===== src/csvt_pkg.sv =====
package csvt_pkg;

    localparam logic [7:0] CH_BOM0  = 8'hEF;
    localparam logic [7:0] CH_BOM1  = 8'hBB;
    localparam logic [7:0] CH_BOM2  = 8'hBF;
    localparam logic [7:0] CH_QUOTE = 8'h22;
    localparam logic [7:0] CH_COMMA = 8'h2C;
    localparam logic [7:0] CH_CR    = 8'h0D;
    localparam logic [7:0] CH_LF    = 8'h0A;

    // Token queue geometry.
    localparam int QDEPTH = 4;
    localparam int QAW    = $clog2(QDEPTH);
    localparam int QCW    = $clog2(QDEPTH + 1);

    typedef enum logic [1:0] {
        TK_BYTE = 2'd0,
        TK_EOF  = 2'd1,
        TK_EOR  = 2'd2
    } t_kind;

    typedef enum logic {
        RQ_BYTE = 1'b0,
        RQ_EOT  = 1'b1
    } t_req;

    typedef enum logic [3:0] {
        BOM_START = 4'b0001,
        BOM_EF    = 4'b0010,
        BOM_EFBB  = 4'b0100,
        BOM_DONE  = 4'b1000
    } t_bom;

    typedef struct packed {
        logic  last;
        logic [7:0] data;
        t_kind kind;
    } t_token;

    typedef struct packed {
        logic in_quotes;
        logic quote_pending;
        logic row_open;
    } t_qstate;

    typedef struct packed {
        t_qstate st;
        logic    vld;
        t_token  tok;
    } t_take;

    localparam t_qstate QSTATE_RESET = '{in_quotes: 1'b0, quote_pending: 1'b0, row_open: 1'b0};

    // One byte through the quoting rules; at most one token comes out.
    function automatic t_take take_byte(input t_qstate st, input logic [7:0] c);
        t_take r;
        logic  unq;
        r = '{st: st, vld: 1'b0, tok: '{last: 1'b0, data: 8'h00, kind: TK_BYTE}};
        unq = 1'b1;
        if (st.in_quotes && !st.quote_pending) begin
            unq = 1'b0;
            if (c == CH_QUOTE) begin
                r.st.quote_pending = 1'b1;
            end else begin
                r.vld = 1'b1;
                r.tok.data = c;
            end
        end else if (st.in_quotes) begin
            // A quote was waiting: a second quote makes it literal, anything else closes.
            r.st.quote_pending = 1'b0;
            if (c == CH_QUOTE) begin
                unq = 1'b0;
                r.vld = 1'b1;
                r.tok.data = CH_QUOTE;
            end else begin
                r.st.in_quotes = 1'b0;
            end
        end
        if (unq) begin
            unique case (c)
                CH_QUOTE: begin
                    r.st.in_quotes = 1'b1;
                    r.st.row_open = 1'b1;
                end
                CH_COMMA: begin
                    r.vld = 1'b1;
                    r.tok.kind = TK_EOF;
                    r.st.row_open = 1'b1;
                end
                CH_CR: begin
                end
                CH_LF: begin
                    r.vld = 1'b1;
                    r.tok.kind = TK_EOR;
                    r.st.row_open = 1'b0;
                end
                default: begin
                    r.vld = 1'b1;
                    r.tok.data = c;
                    r.st.row_open = 1'b1;
                end
            endcase
        end
        return r;
    endfunction

endpackage


===== src/csv_byte_tokenizer.sv =====
// CSV byte tokenizer. Each slave transfer carries one text byte (tuser low) or an
// end-of-text mark (tuser high); each master transfer carries one token: a field byte,
// an end of field, or an end of field and row, with tlast on the last token that an
// input transfer caused. A leading byte order mark is removed, quoted sections keep
// commas and newlines as data, and end of text closes an open row and resets the parser.
// Each item sits in an input register and is parsed combinationally into the four-entry token
// queue, drained one token per cycle by the master port while it is ready. Items are taken at
// one per cycle only while that queue holds at most one entry, room for the worst case of
// three tokens (a broken byte order mark, or end of text); any item, whatever it gives, holds
// the input back until the queue is down to one entry.
module csv_byte_tokenizer
    import csvt_pkg::*;
(
    input  logic        i_clk,
    input  logic        i_rst_n,
    input  logic        i_s_tvalid,
    output logic        o_s_tready,
    input  logic [7:0]  i_s_tdata,   // [7:0] text_byte
    input  logic        i_s_tuser,   // [0] req_type
    output logic        o_m_tvalid,
    input  logic        i_m_tready,
    output logic [15:0] o_m_tdata,   // [1:0] token_kind, [9:2] field_byte, [15:10] zero
    output logic        o_m_tlast    // last_of_run
);

    logic         r_in_valid;
    t_req         r_in_req;
    logic [7:0]   r_in_byte;
    logic         consume;
    logic         room;
    t_token [2:0] tok;
    logic [1:0]   tok_n;
    t_token       head;

    assign consume    = r_in_valid && room;
    assign o_s_tready = !r_in_valid || consume;

    always_ff @(posedge i_clk) begin
        if (!i_rst_n) begin
            r_in_valid <= 1'b0;
        end else if (o_s_tready) begin
            r_in_valid <= i_s_tvalid;
        end
    end

    always_ff @(posedge i_clk) begin
        if (i_s_tvalid && o_s_tready) begin
            r_in_req  <= t_req'(i_s_tuser);
            r_in_byte <= i_s_tdata;
        end
    end

    csvt_parse u_parse (
        .i_clk   (i_clk),
        .i_rst_n (i_rst_n),
        .i_en    (consume),
        .i_req   (r_in_req),
        .i_byte  (r_in_byte),
        .o_tok   (tok),
        .o_tok_n (tok_n)
    );

    csvt_tokq u_tokq (
        .i_clk    (i_clk),
        .i_rst_n  (i_rst_n),
        .i_tok    (tok),
        .i_push_n (tok_n),
        .o_room   (room),
        .o_valid  (o_m_tvalid),
        .i_ready  (i_m_tready),
        .o_tok    (head)
    );

    assign o_m_tdata = {6'b000000, head.data, head.kind};
    assign o_m_tlast = head.last;

endmodule


===== src/csvt_parse.sv =====
module csvt_parse
    import csvt_pkg::*;
(
    input  logic             i_clk,
    input  logic             i_rst_n,
    input  logic             i_en,
    input  t_req             i_req,
    input  logic [7:0]       i_byte,
    output t_token [2:0]     o_tok,
    output logic [1:0]       o_tok_n
);

    t_qstate r_st, n_st;
    t_bom    r_bom, n_bom;

    logic    replay_ef, replay_bb, take_c;
    t_take   t0, t1, t2;
    t_qstate st1, st2;
    logic    v0, v1, v2;
    t_token  s0, s1, s2;
    t_token  c0, c1, c2;
    logic [1:0] cnt;

    always_comb begin
        replay_ef = 1'b0;
        replay_bb = 1'b0;
        take_c    = 1'b1;
        n_bom     = BOM_DONE;
        unique case (r_bom)
            BOM_START: begin
                if (i_req == RQ_BYTE && i_byte == CH_BOM0) begin
                    take_c = 1'b0;
                    n_bom  = BOM_EF;
                end
            end
            BOM_EF: begin
                replay_ef = (i_req == RQ_EOT) || (i_byte != CH_BOM1);
                if (i_req == RQ_BYTE && i_byte == CH_BOM1) begin
                    take_c = 1'b0;
                    n_bom  = BOM_EFBB;
                end
            end
            BOM_EFBB: begin
                replay_ef = (i_req == RQ_EOT) || (i_byte != CH_BOM2);
                replay_bb = replay_ef;
                take_c    = replay_ef;
            end
            BOM_DONE: begin
            end
            default: begin
            end
        endcase

        // Replayed mark bytes go through the quoting rules ahead of the current byte.
        t0  = take_byte(r_st, CH_BOM0);
        st1 = replay_ef ? t0.st : r_st;
        v0  = replay_ef && t0.vld;
        s0  = t0.tok;
        t1  = take_byte(st1, CH_BOM1);
        st2 = replay_bb ? t1.st : st1;
        v1  = replay_bb && t1.vld;
        s1  = t1.tok;
        t2  = take_byte(st2, i_byte);

        if (i_req == RQ_EOT) begin
            v2    = st2.row_open;
            s2    = '{last: 1'b0, data: 8'h00, kind: TK_EOR};
            n_st  = QSTATE_RESET;
            n_bom = BOM_START;
        end else begin
            v2   = take_c && t2.vld;
            s2   = t2.tok;
            n_st = take_c ? t2.st : st2;
        end

        c0  = v0 ? s0 : (v1 ? s1 : s2);
        c1  = (v0 && v1) ? s1 : s2;
        c2  = s2;
        cnt = 2'(v0) + 2'(v1) + 2'(v2);
        c0.last = (cnt == 2'd1);
        c1.last = (cnt == 2'd2);
        c2.last = (cnt == 2'd3);
    end

    assign o_tok   = {c2, c1, c0};
    assign o_tok_n = i_en ? cnt : 2'd0;

    always_ff @(posedge i_clk) begin
        if (!i_rst_n) begin
            r_st  <= QSTATE_RESET;
            r_bom <= BOM_START;
        end else if (i_en) begin
            r_st  <= n_st;
            r_bom <= n_bom;
        end
    end

endmodule


===== src/csvt_tokq.sv =====
module csvt_tokq
    import csvt_pkg::*;
(
    input  logic             i_clk,
    input  logic             i_rst_n,
    input  t_token [2:0]     i_tok,
    input  logic [1:0]       i_push_n,
    output logic             o_room,
    output logic             o_valid,
    input  logic             i_ready,
    output t_token           o_tok
);

    t_token           r_q [QDEPTH];
    logic [QAW-1:0]   r_wptr;
    logic [QAW-1:0]   r_rptr;
    logic [QCW-1:0]   r_count;
    logic             pop;

    assign o_valid = (r_count != '0);
    assign o_tok   = r_q[r_rptr];
    assign pop     = o_valid && i_ready;
    // Room for a worst-case burst of three tokens.
    assign o_room  = (r_count <= QCW'(QDEPTH - 3));

    always_ff @(posedge i_clk) begin
        for (int j = 0; j < 3; j++) begin
            if (2'(j) < i_push_n) begin
                r_q[r_wptr + QAW'(j)] <= i_tok[j];
            end
        end
    end

    always_ff @(posedge i_clk) begin
        if (!i_rst_n) begin
            r_wptr  <= '0;
            r_rptr  <= '0;
            r_count <= '0;
        end else begin
            r_wptr  <= r_wptr + QAW'(i_push_n);
            r_rptr  <= r_rptr + QAW'(pop);
            r_count <= r_count + QCW'(i_push_n) - QCW'(pop);
        end
    end

    a_count_bound: assert property (@(posedge i_clk) disable iff (!i_rst_n)
        r_count <= QCW'(QDEPTH))
        else $error("token queue overflow");

    a_push_room: assert property (@(posedge i_clk) disable iff (!i_rst_n)
        i_push_n != 2'd0 |-> r_count <= QCW'(QDEPTH - 3))
        else $error("tokens pushed without room");

    a_last_one: assert property (@(posedge i_clk) disable iff (!i_rst_n)
        i_push_n == 2'd1 |-> i_tok[0].last)
        else $error("single token not marked last");

    a_last_three: assert property (@(posedge i_clk) disable iff (!i_rst_n)
        i_push_n == 2'd3 |-> !i_tok[0].last && !i_tok[1].last && i_tok[2].last)
        else $error("burst of three marked wrongly");

endmodule


===== config.mk =====
export PLATFORM = sky130hd
export DESIGN_NAME = csv_byte_tokenizer
export DESIGN_NICKNAME = d
export VERILOG_FILES = /design/src/csvt_pkg.sv /design/src/csv_byte_tokenizer.sv /design/src/csvt_parse.sv /design/src/csvt_tokq.sv
export SDC_FILE = /design/constraint.sdc
export NUM_CORES = 1
export LEC_CHECK = 0
export BUFFER_PORTS_ARGS = -buffer_cell sky130_fd_sc_hd__buf_2
export CAP_MARGIN = 25
export CORE_UTILIZATION = 25
export CTS_CLUSTER_SIZE = 25
export DETAILED_ROUTE_END_ITERATION = 8
export PLACE_DENSITY = 0.43
export SYNTH_ARGS = -nofsm -noshare
export SYNTH_HDL_FRONTEND = slang
export SYNTH_SLANG_ARGS = --single-unit

===== constraint.sdc =====
create_clock -name i_clk -period 5.7 [get_ports i_clk]
set_input_delay 1.14 -clock i_clk [delete_from_list [all_inputs] [get_ports i_clk]]
set_output_delay 1.14 -clock i_clk [all_outputs]
set_load 0.02 [all_outputs]

Word-level counts from Yosys, hierarchy flattened
Memory sizes are Yosys's and may differ from the RTL's. A register that Yosys moved wholly into a read port is not among the register bits.
Cells that the tools add are included.
{"block": "word_totals", "regBits": 24, "ram_bits": 44, "in_bits": 13, "out_inout_bits": 19, "word_cells": 114, "mem_count": 1}
{"name": "u_tokq.r_q", "words": 4, "width": 11, "rd": 1, "rd_clocked_by_memory_dff": 1, "wr": 3, "line_no": "csvt_tokq.sv:14", "text": "t_token r_q [QDEPTH];"}
{"block": "classes", "addsub": 8, "order_cmp": 4, "eq_ne": 14, "muxes": 54, "bitwise": 1, "reduce_logical": 22}
{"operator": "10-bit two-way mux", "n": 5}
{"operator": "8-bit two-way mux", "n": 4}
{"operator": "1-bit two-way mux", "n": 24}
{"operator": "8-bit by 4-bit equality test with 1-bit output, second input constant", "n": 2}
{"operator": "8-bit by 6-bit equality test with 1-bit output, second input constant", "n": 2}
{"operator": "8-bit equality test, second input constant", "n": 2}
{"operator": "2-bit two-way mux", "n": 8}
{"operator": "8-bit inequality test, second input constant", "n": 2}
{"operator": "1-bit logical AND", "n": 12}
{"operator": "3-bit two-way mux", "n": 4}
{"operator": "4-bit two-way mux", "n": 3}
{"operator": "4-bit one-hot mux with 2 select lines", "n": 1}
{"operator": "6-bit two-way mux", "n": 1}
{"operator": "2-bit by 1-bit adder with 2-bit output", "n": 2}
{"operator": "2-bit equality test, second input constant", "n": 2}
{"operator": "4-bit by 1-bit equality test with 1-bit output, second input constant", "n": 1}
{"operator": "4-bit by 2-bit equality test with 1-bit output, second input constant", "n": 1}
{"operator": "4-bit by 3-bit equality test with 1-bit output, second input constant", "n": 1}
{"operator": "1-bit zero test", "n": 4}
{"operator": "1-bit by 2-bit less-than comparator with 1-bit output, first input constant", "n": 2}
{"operator": "1-bit one-hot mux with 2 select lines", "n": 2}
{"operator": "2-bit one-hot mux with 2 select lines", "n": 1}
{"operator": "4-bit OR reduction", "n": 1}
{"operator": "3-bit by 2-bit adder with 3-bit output", "n": 1}
{"operator": "other kinds (13)", "n": 15}

Longest topological paths before layout
{"block": "depth", "ltp_word": 20, "ltp_mapped": 14, "depth_no_buf": 12}

Modules after synthesis
A second synthesis with hierarchy kept.
{"block": "hier_totals", "cells_unflattened": 460, "hier_area_um2": 4257.8}
{"module": "csvt_tokq", "n_inst": 1, "cells_per_inst": 309, "area_per_inst_um2": 2984.1}
{"module": "csvt_parse", "n_inst": 1, "cells_per_inst": 129, "area_per_inst_um2": 889.6}
{"module": "csv_byte_tokenizer", "n_inst": 1, "cells_per_inst": 22, "area_per_inst_um2": 384.1}

Least setup slack after synthesis
No wires, ideal clock.
{"block": "synth_timing", "path_type": "flip-flop to flip-flop", "start": "register r_in_byte[6]", "end": "memory u_tokq.r_q[2][0] (netlist bit) (enable)", "setup_ps": 382, "arrival_time_ps": 3252, "required_ps": 5318, "setup_slack_ps": 2065, "path_stages_with_launch": 13, "period_less_slack_ps": 3635, "cell_sequence": "edfxtp_1 nand4b_4 o31ai_4 nand2_2 buf_6 o31ai_2 a22oi_1 fa_1 clkbuf_1 nor2b_1 nor2_1 o21ai_0 a21oi_1"}
{"item": "start: declaration", "line_no": "csv_byte_tokenizer.sv:28", "text": "logic [7:0] r_in_byte;"}
{"item": "start signal: assignment", "line_no": "csv_byte_tokenizer.sv:49", "text": "r_in_byte <= i_s_tdata;"}
{"item": "end: declaration", "line_no": "csvt_tokq.sv:14"}

==> flow_summary.html <==
<table>
<tr><th>Metric</th><th>Value</th></tr>
<tr><th colspan="2">Synthesis</th></tr>
<tr><td>Synthesized netlist cell count</td><td>approximately 320</td></tr>
<tr><td>Leading register cell type out of synthesis</td><td>sky130_fd_sc_hd__edfxtp_1</td></tr>
<tr><td>Synth Cell Area</td><td>0.00366 mm2</td></tr>
<tr><td>Area fraction of the dominant cell type after synthesis</td><td>0.434</td></tr>
<tr><td>Cell type with the largest total area after synthesis</td><td>sky130_fd_sc_hd__edfxtp_1</td></tr>
<tr><td>Mapped Avg Cell Area</td><td>~11 um2</td></tr>
<tr><td>Synthesized flop and latch total</td><td>68</td></tr>
<tr><td>Number of distinct standard cells referenced by the synthesized netlist</td><td>68</td></tr>
<tr><td>Seq/Total Area, Yosys</td><td>0.516</td></tr>
<tr><td>Fraction of registers with async set or reset after synthesis</td><td>0</td></tr>
<tr><td>Synth Warn #</td><td>0</td></tr>
<tr><td>Number of synthesized flops with an enable pin</td><td>53</td></tr>
<tr><td>Ranking of synthesized cells by area</td><td>sky130_fd_sc_hd__edfxtp_1, sky130_fd_sc_hd__dfxtp_1, sky130_fd_sc_hd__mux4_2</td></tr>
<tr><th colspan="2">STA</th></tr>
<tr><td>Slew headroom</td><td>0.416</td></tr>
<tr><td>Final setup vio count</td><td>0</td></tr>
<tr><td>Final critical path time including I/O delays and setup</td><td>4.16 ns</td></tr>
<tr><td>Actual transition at the worst max-transition pin</td><td>0.874 ns</td></tr>
<tr><td>Setup tns final</td><td>0 ns</td></tr>
<tr><td>Hold Violations, Final</td><td>0</td></tr>
<tr><td>Final worst slack</td><td>1.54 ns</td></tr>
<tr><td>Worst clock skew</td><td>just over 0.007 ns</td></tr>
<tr><td>Setup repair after global routing missed its margin</td><td>false</td></tr>
<tr><td>Maximum frequency from static timing analysis</td><td>0.240 GHz</td></tr>
<tr><td>Slew Viols, Final</td><td>0</td></tr>
<tr><td>Share of the clock period used by the worst path after layout</td><td>0.730</td></tr>
<tr><th colspan="2">Hold path</th></tr>
<tr><td>Number of cells on the worst hold path</td><td>2</td></tr>
<tr><td>Capture endpoint of the worst hold path</td><td>u_parse.r_bom[0]$_SDFFE_PN1P_</td></tr>
<tr><td>Worst Min Path Start</td><td>u_parse.r_bom[0]$_SDFFE_PN1P_</td></tr>
<tr><td>Type of the tightest min-delay check</td><td>register to register</td></tr>
<tr><th colspan="2">Place</th></tr>
<tr><td>Input/output buffers</td><td>25</td></tr>
<tr><td>Worst slack, placed</td><td>between 1.5 and 2 ns</td></tr>
<tr><td>DP Wirelength</td><td>6160 um</td></tr>
<tr><td>Final RePlAce weighted congestion</td><td>0.788</td></tr>
<tr><td>Placed standard-cell area</td><td>0.00395 mm2</td></tr>
<tr><th colspan="2">Setup path</th></tr>
<tr><td>Data arrival time of the critical path</td><td>4.24 ns</td></tr>
<tr><td>Number of cells on the worst reg-to-reg path</td><td>11</td></tr>
<tr><td>Critical path peak fanout</td><td>12</td></tr>
<tr><td>CP Capture Type</td><td>register</td></tr>
<tr><td>Worst reg2reg path startpoint</td><td>r_in_req$_DFFE_PP_</td></tr>
<tr><td>R2r setup slk</td><td>about 1.5 ns</td></tr>
<tr><td>Required time of the critical path</td><td>5.77 ns</td></tr>
<tr><td>End of the worst register-to-register path</td><td>u_tokq.r_q[0][1]$_DFFE_PP_</td></tr>
<tr><td>Critical path class</td><td>register to register</td></tr>
<tr><td>CP startpoint kind</td><td>register</td></tr>
<tr><th colspan="2">Clock tree</th></tr>
<tr><td>Setup bufs post-CTS</td><td>0</td></tr>
<tr><td>Skew-Pair Late Insertion Delay</td><td>0.33 ns</td></tr>
<tr><td>Hold Buf Count CTS</td><td>0</td></tr>
<tr><td>Number of buffers inserted during clock tree synthesis</td><td>9</td></tr>
<tr><td>TritonCTS clock tree</td><td>done</td></tr>
<tr><td>Root buf cell</td><td>sky130_fd_sc_hd__clkbuf_16</td></tr>
<tr><td>Number of clock sinks seen by CTS</td><td>68</td></tr>
<tr><td>Post-cts gate resize count</td><td>0</td></tr>
<tr><td>Number of buffers on the longest clock path</td><td>2</td></tr>
<tr><td>H-tree depth</td><td>3</td></tr>
<tr><td>Clock slew seen by the registers of the worst setup and hold paths</td><td>about 0.060 ns</td></tr>
<tr><th colspan="2">Power and ir drop</th></tr>
<tr><td>Maximum resistive drop on vdd</td><td>about 160 uV</td></tr>
<tr><td>Pwr/cell area</td><td>375 mW/mm2</td></tr>
<tr><td>Leakage power</td><td>1.58 nW</td></tr>
<tr><td>Overall power of the completed layout</td><td>1.61 mW</td></tr>
<tr><th colspan="2">Floorplanning</th></tr>
<tr><td>Die width</td><td>123 um</td></tr>
<tr><td>Die area</td><td>0.0151 mm2</td></tr>
<tr><td>Initial Utilization</td><td>0.260</td></tr>
<tr><td>Die boundary height</td><td>123 um</td></tr>
<tr><td>Number of standard-cell rows in the floorplan</td><td>43</td></tr>
<tr><td>Area of the core</td><td>0.0141 mm2</td></tr>
<tr><td>Count of boundary I/O pins</td><td>32</td></tr>
<tr><th colspan="2">Global routing</th></tr>
<tr><td>Global-route wire length before repair</td><td>14,100 um</td></tr>
<tr><td>Number of antenna violations at the first check in global routing</td><td>0</td></tr>
<tr><td>Total overflow reported by the global router</td><td>0</td></tr>
<tr><td>Global-route usage over all layers</td><td>0.126</td></tr>
<tr><td>Pin count of the biggest net entering global routing</td><td>15</td></tr>
<tr><td>Number of global-route vias before repair</td><td>2,483</td></tr>
<tr><th colspan="2">Cells and area</th></tr>
<tr><td>Post-synthesis to final-layout area growth</td><td>17.1%</td></tr>
<tr><td>Post-route cell area</td><td>0.00429 mm2</td></tr>
<tr><td>Ant diodes</td><td>0</td></tr>
<tr><td>Share of final-layout standard cells stronger than drive strength 1</td><td>0.214</td></tr>
<tr><td>Layout Nets</td><td>364</td></tr>
<tr><th colspan="2">Detailed routing</th></tr>
<tr><td>Drt first-iter violations</td><td>239</td></tr>
<tr><td>DR vias</td><td>2,477</td></tr>
<tr><td>DRC</td><td>0</td></tr>
<tr><td>Detailed-route vias per instance</td><td>4.67</td></tr>
<tr><td>Wire per inst</td><td>roughly 17 um</td></tr>
<tr><td>Number of antenna-violating nets in the routed design</td><td>0</td></tr>
<tr><td>Total routed wirelength</td><td>8800 um</td></tr>
<tr><td>First drt pass iteration count</td><td>4</td></tr>
<tr><th colspan="2">Run</th></tr>
<tr><td>Number of violations of the max-capacitance limit</td><td>0</td></tr>
<tr><th colspan="2">Status</th></tr>
<tr><td>Run status</td><td>finished clean</td></tr>
</table>
power by group:
part | switching (mW) | internal [mW]
clock network | 0.214 | 0.430
logic | 0.170 | 0.146
registers | 0.0715 | 0.579
per-layer routing:
metal	share of wire	global-route usage	wire length, um	vias up
met2	0.46	0.198	4020	52
li1	-	-	-	1231
met4	0.013	0.0384	112	0
met5	0	0	0	-
met3	0.041	0.0318	363	10
met1	0.49	0.172	4310	1184
area by class of cell:
class	instances	area, um2
Timing Repair Buffer	29	155
Inverter	11	41.3
Fill cell	1479	9800
Clock buffer	9	225
Clock inverter	7	121
Tap cell	180	225
Sequential cell	68	1890
Multi-Input combinational cell	226	1630
state kept, by name, indices dropped and copies added (netlist names), 2 cells and up:
name            cells
u_parse.r_bom       4
u_tokq.r_q         44
u_tokq.r_wptr       2
u_tokq.r_count      3
u_tokq.r_rptr       2
r_in_byte           8
u_parse.r_st        3
stage by stage:
stage               hold slack, ns   util  cells
floorplan                    0.462      -    327
global placement             0.493  0.280    514
detailed placement           0.495  0.280    514
CTS                          0.506  0.304    530
global route                 0.531  0.304    530
finish                       0.498  0.304    530
synth_stat cells, drive strengths merged, types with 3 or more instances:
cell type and instances:
nor3 3, ha 4, mux4 11, a21oi 18, a31oi 4, nand3 3
o21ai 25, buf 13, a211oi 4, xnor2 4, o31ai 4, inv 11
dfxtp 15, and2 12, or3 3, edfxtp 53, o21a 6, clkbuf 9
nand2 36, nor2b 11, nand2b 7, nor2 25
cells by family (layout without fill, tap and decap cells):
| kind of cell | Yosys count | count (layout) | synth area share |
|---|---|---|---|
| AOI/OAI and AO/OA | 80 | 80 | 0.153 |
| xor gates and xnor gates | 6 | 6 | 0.0143 |
| adders and majority gates | 6 | 6 | 0.0246 |
| and+or+nand+nor | 117 | 117 | 0.179 |
| other | 1 | 6 | 0.00102 |
| DFF | 68 | 68 | 0.516 |
| buffers and inverters | 33 | 56 | 0.0437 |
| muxes | 11 | 11 | 0.0676 |
worst max-delay path by stage:
stage | startpoint | end | slack (ns) | depth (start not counted)
2_1_floorplan | r_in_byte[6]$_DFFE_PP_ | u_tokq.r_q[2][0]$_DFFE_PP_ | 2.07 | 12
3_3_place_gp | r_in_req$_DFFE_PP_ | u_tokq.r_q[0][5]$_DFFE_PP_ | 1.69 | 11
3_5_place_dp | r_in_req$_DFFE_PP_ | u_tokq.r_q[0][5]$_DFFE_PP_ | 1.58 | 11
4_1_cts | r_in_req$_DFFE_PP_ | u_tokq.r_q[0][1]$_DFFE_PP_ | 1.58 | 11
5_1_grt | r_in_req$_DFFE_PP_ | u_tokq.r_q[0][1]$_DFFE_PP_ | 1.24 | 11
6_report | r_in_req$_DFFE_PP_ | u_tokq.r_q[0][1]$_DFFE_PP_ | 1.54 | 11
worst max-delay path, stage by stage, from the launching register on:
cell,delay (ns)
sky130_fd_sc_hd__edfxtp_1,0.57
sky130_fd_sc_hd__nand4b_2,0.37
sky130_fd_sc_hd__o31ai_4,0.47
sky130_fd_sc_hd__nand2_2,0.29
sky130_fd_sc_hd__o31ai_2,0.27
sky130_fd_sc_hd__a22oi_1,0.12
sky130_fd_sc_hd__fa_1,0.71
sky130_fd_sc_hd__nor2b_1,0.53
sky130_fd_sc_hd__nor2_1,0.11
sky130_fd_sc_hd__o21ai_0,0.17
sky130_fd_sc_hd__a21oi_1,0.06
sky130_fd_sc_hd__buf_4,0.22
cell usage in the layout (no fill, tap or decap), types with 2 or more instances in the layout:
cell type / synthesis / layout
sky130_fd_sc_hd__a31oi_1: 4 / 4
sky130_fd_sc_hd__clkbuf_16: 0 / 9
sky130_fd_sc_hd__ha_1: 4 / 4
sky130_fd_sc_hd__nand2_1: 34 / 34
sky130_fd_sc_hd__o21ai_0: 20 / 20
sky130_fd_sc_hd__inv_6: 0 / 2
sky130_fd_sc_hd__mux4_2: 11 / 11
sky130_fd_sc_hd__edfxtp_1: 53 / 53
sky130_fd_sc_hd__buf_4: 6 / 4
sky130_fd_sc_hd__nor3_1: 3 / 3
sky130_fd_sc_hd__a21boi_0: 2 / 2
sky130_fd_sc_hd__o21ai_1: 3 / 3
sky130_fd_sc_hd__xor2_1: 2 / 2
sky130_fd_sc_hd__nand3_1: 3 / 3
sky130_fd_sc_hd__xnor2_1: 4 / 4
sky130_fd_sc_hd__nor3b_1: 2 / 2
sky130_fd_sc_hd__o31ai_4: 2 / 2
sky130_fd_sc_hd__bufinv_16: 0 / 3
sky130_fd_sc_hd__inv_1: 10 / 10
sky130_fd_sc_hd__dfxtp_1: 15 / 15
sky130_fd_sc_hd__buf_2: 5 / 25
sky130_fd_sc_hd__o21a_1: 6 / 6
sky130_fd_sc_hd__nor2_1: 24 / 24
sky130_fd_sc_hd__nor2b_1: 11 / 11
sky130_fd_sc_hd__o21ai_2: 2 / 2
sky130_fd_sc_hd__nand2b_1: 7 / 7
sky130_fd_sc_hd__or3_1: 2 / 2
sky130_fd_sc_hd__a21oi_1: 18 / 18
sky130_fd_sc_hd__nand2_2: 2 / 2
sky130_fd_sc_hd__and2_1: 11 / 11
sky130_fd_sc_hd__a22oi_1: 2 / 2
sky130_fd_sc_hd__conb_1: 1 / 6
sky130_fd_sc_hd__a211oi_1: 4 / 4
sky130_fd_sc_hd__o221ai_1: 2 / 2
sky130_fd_sc_hd__o32ai_1: 2 / 2
sky130_fd_sc_hd__fa_1: 2 / 2
No activity file was read; power rests on OpenSTA's default activity.
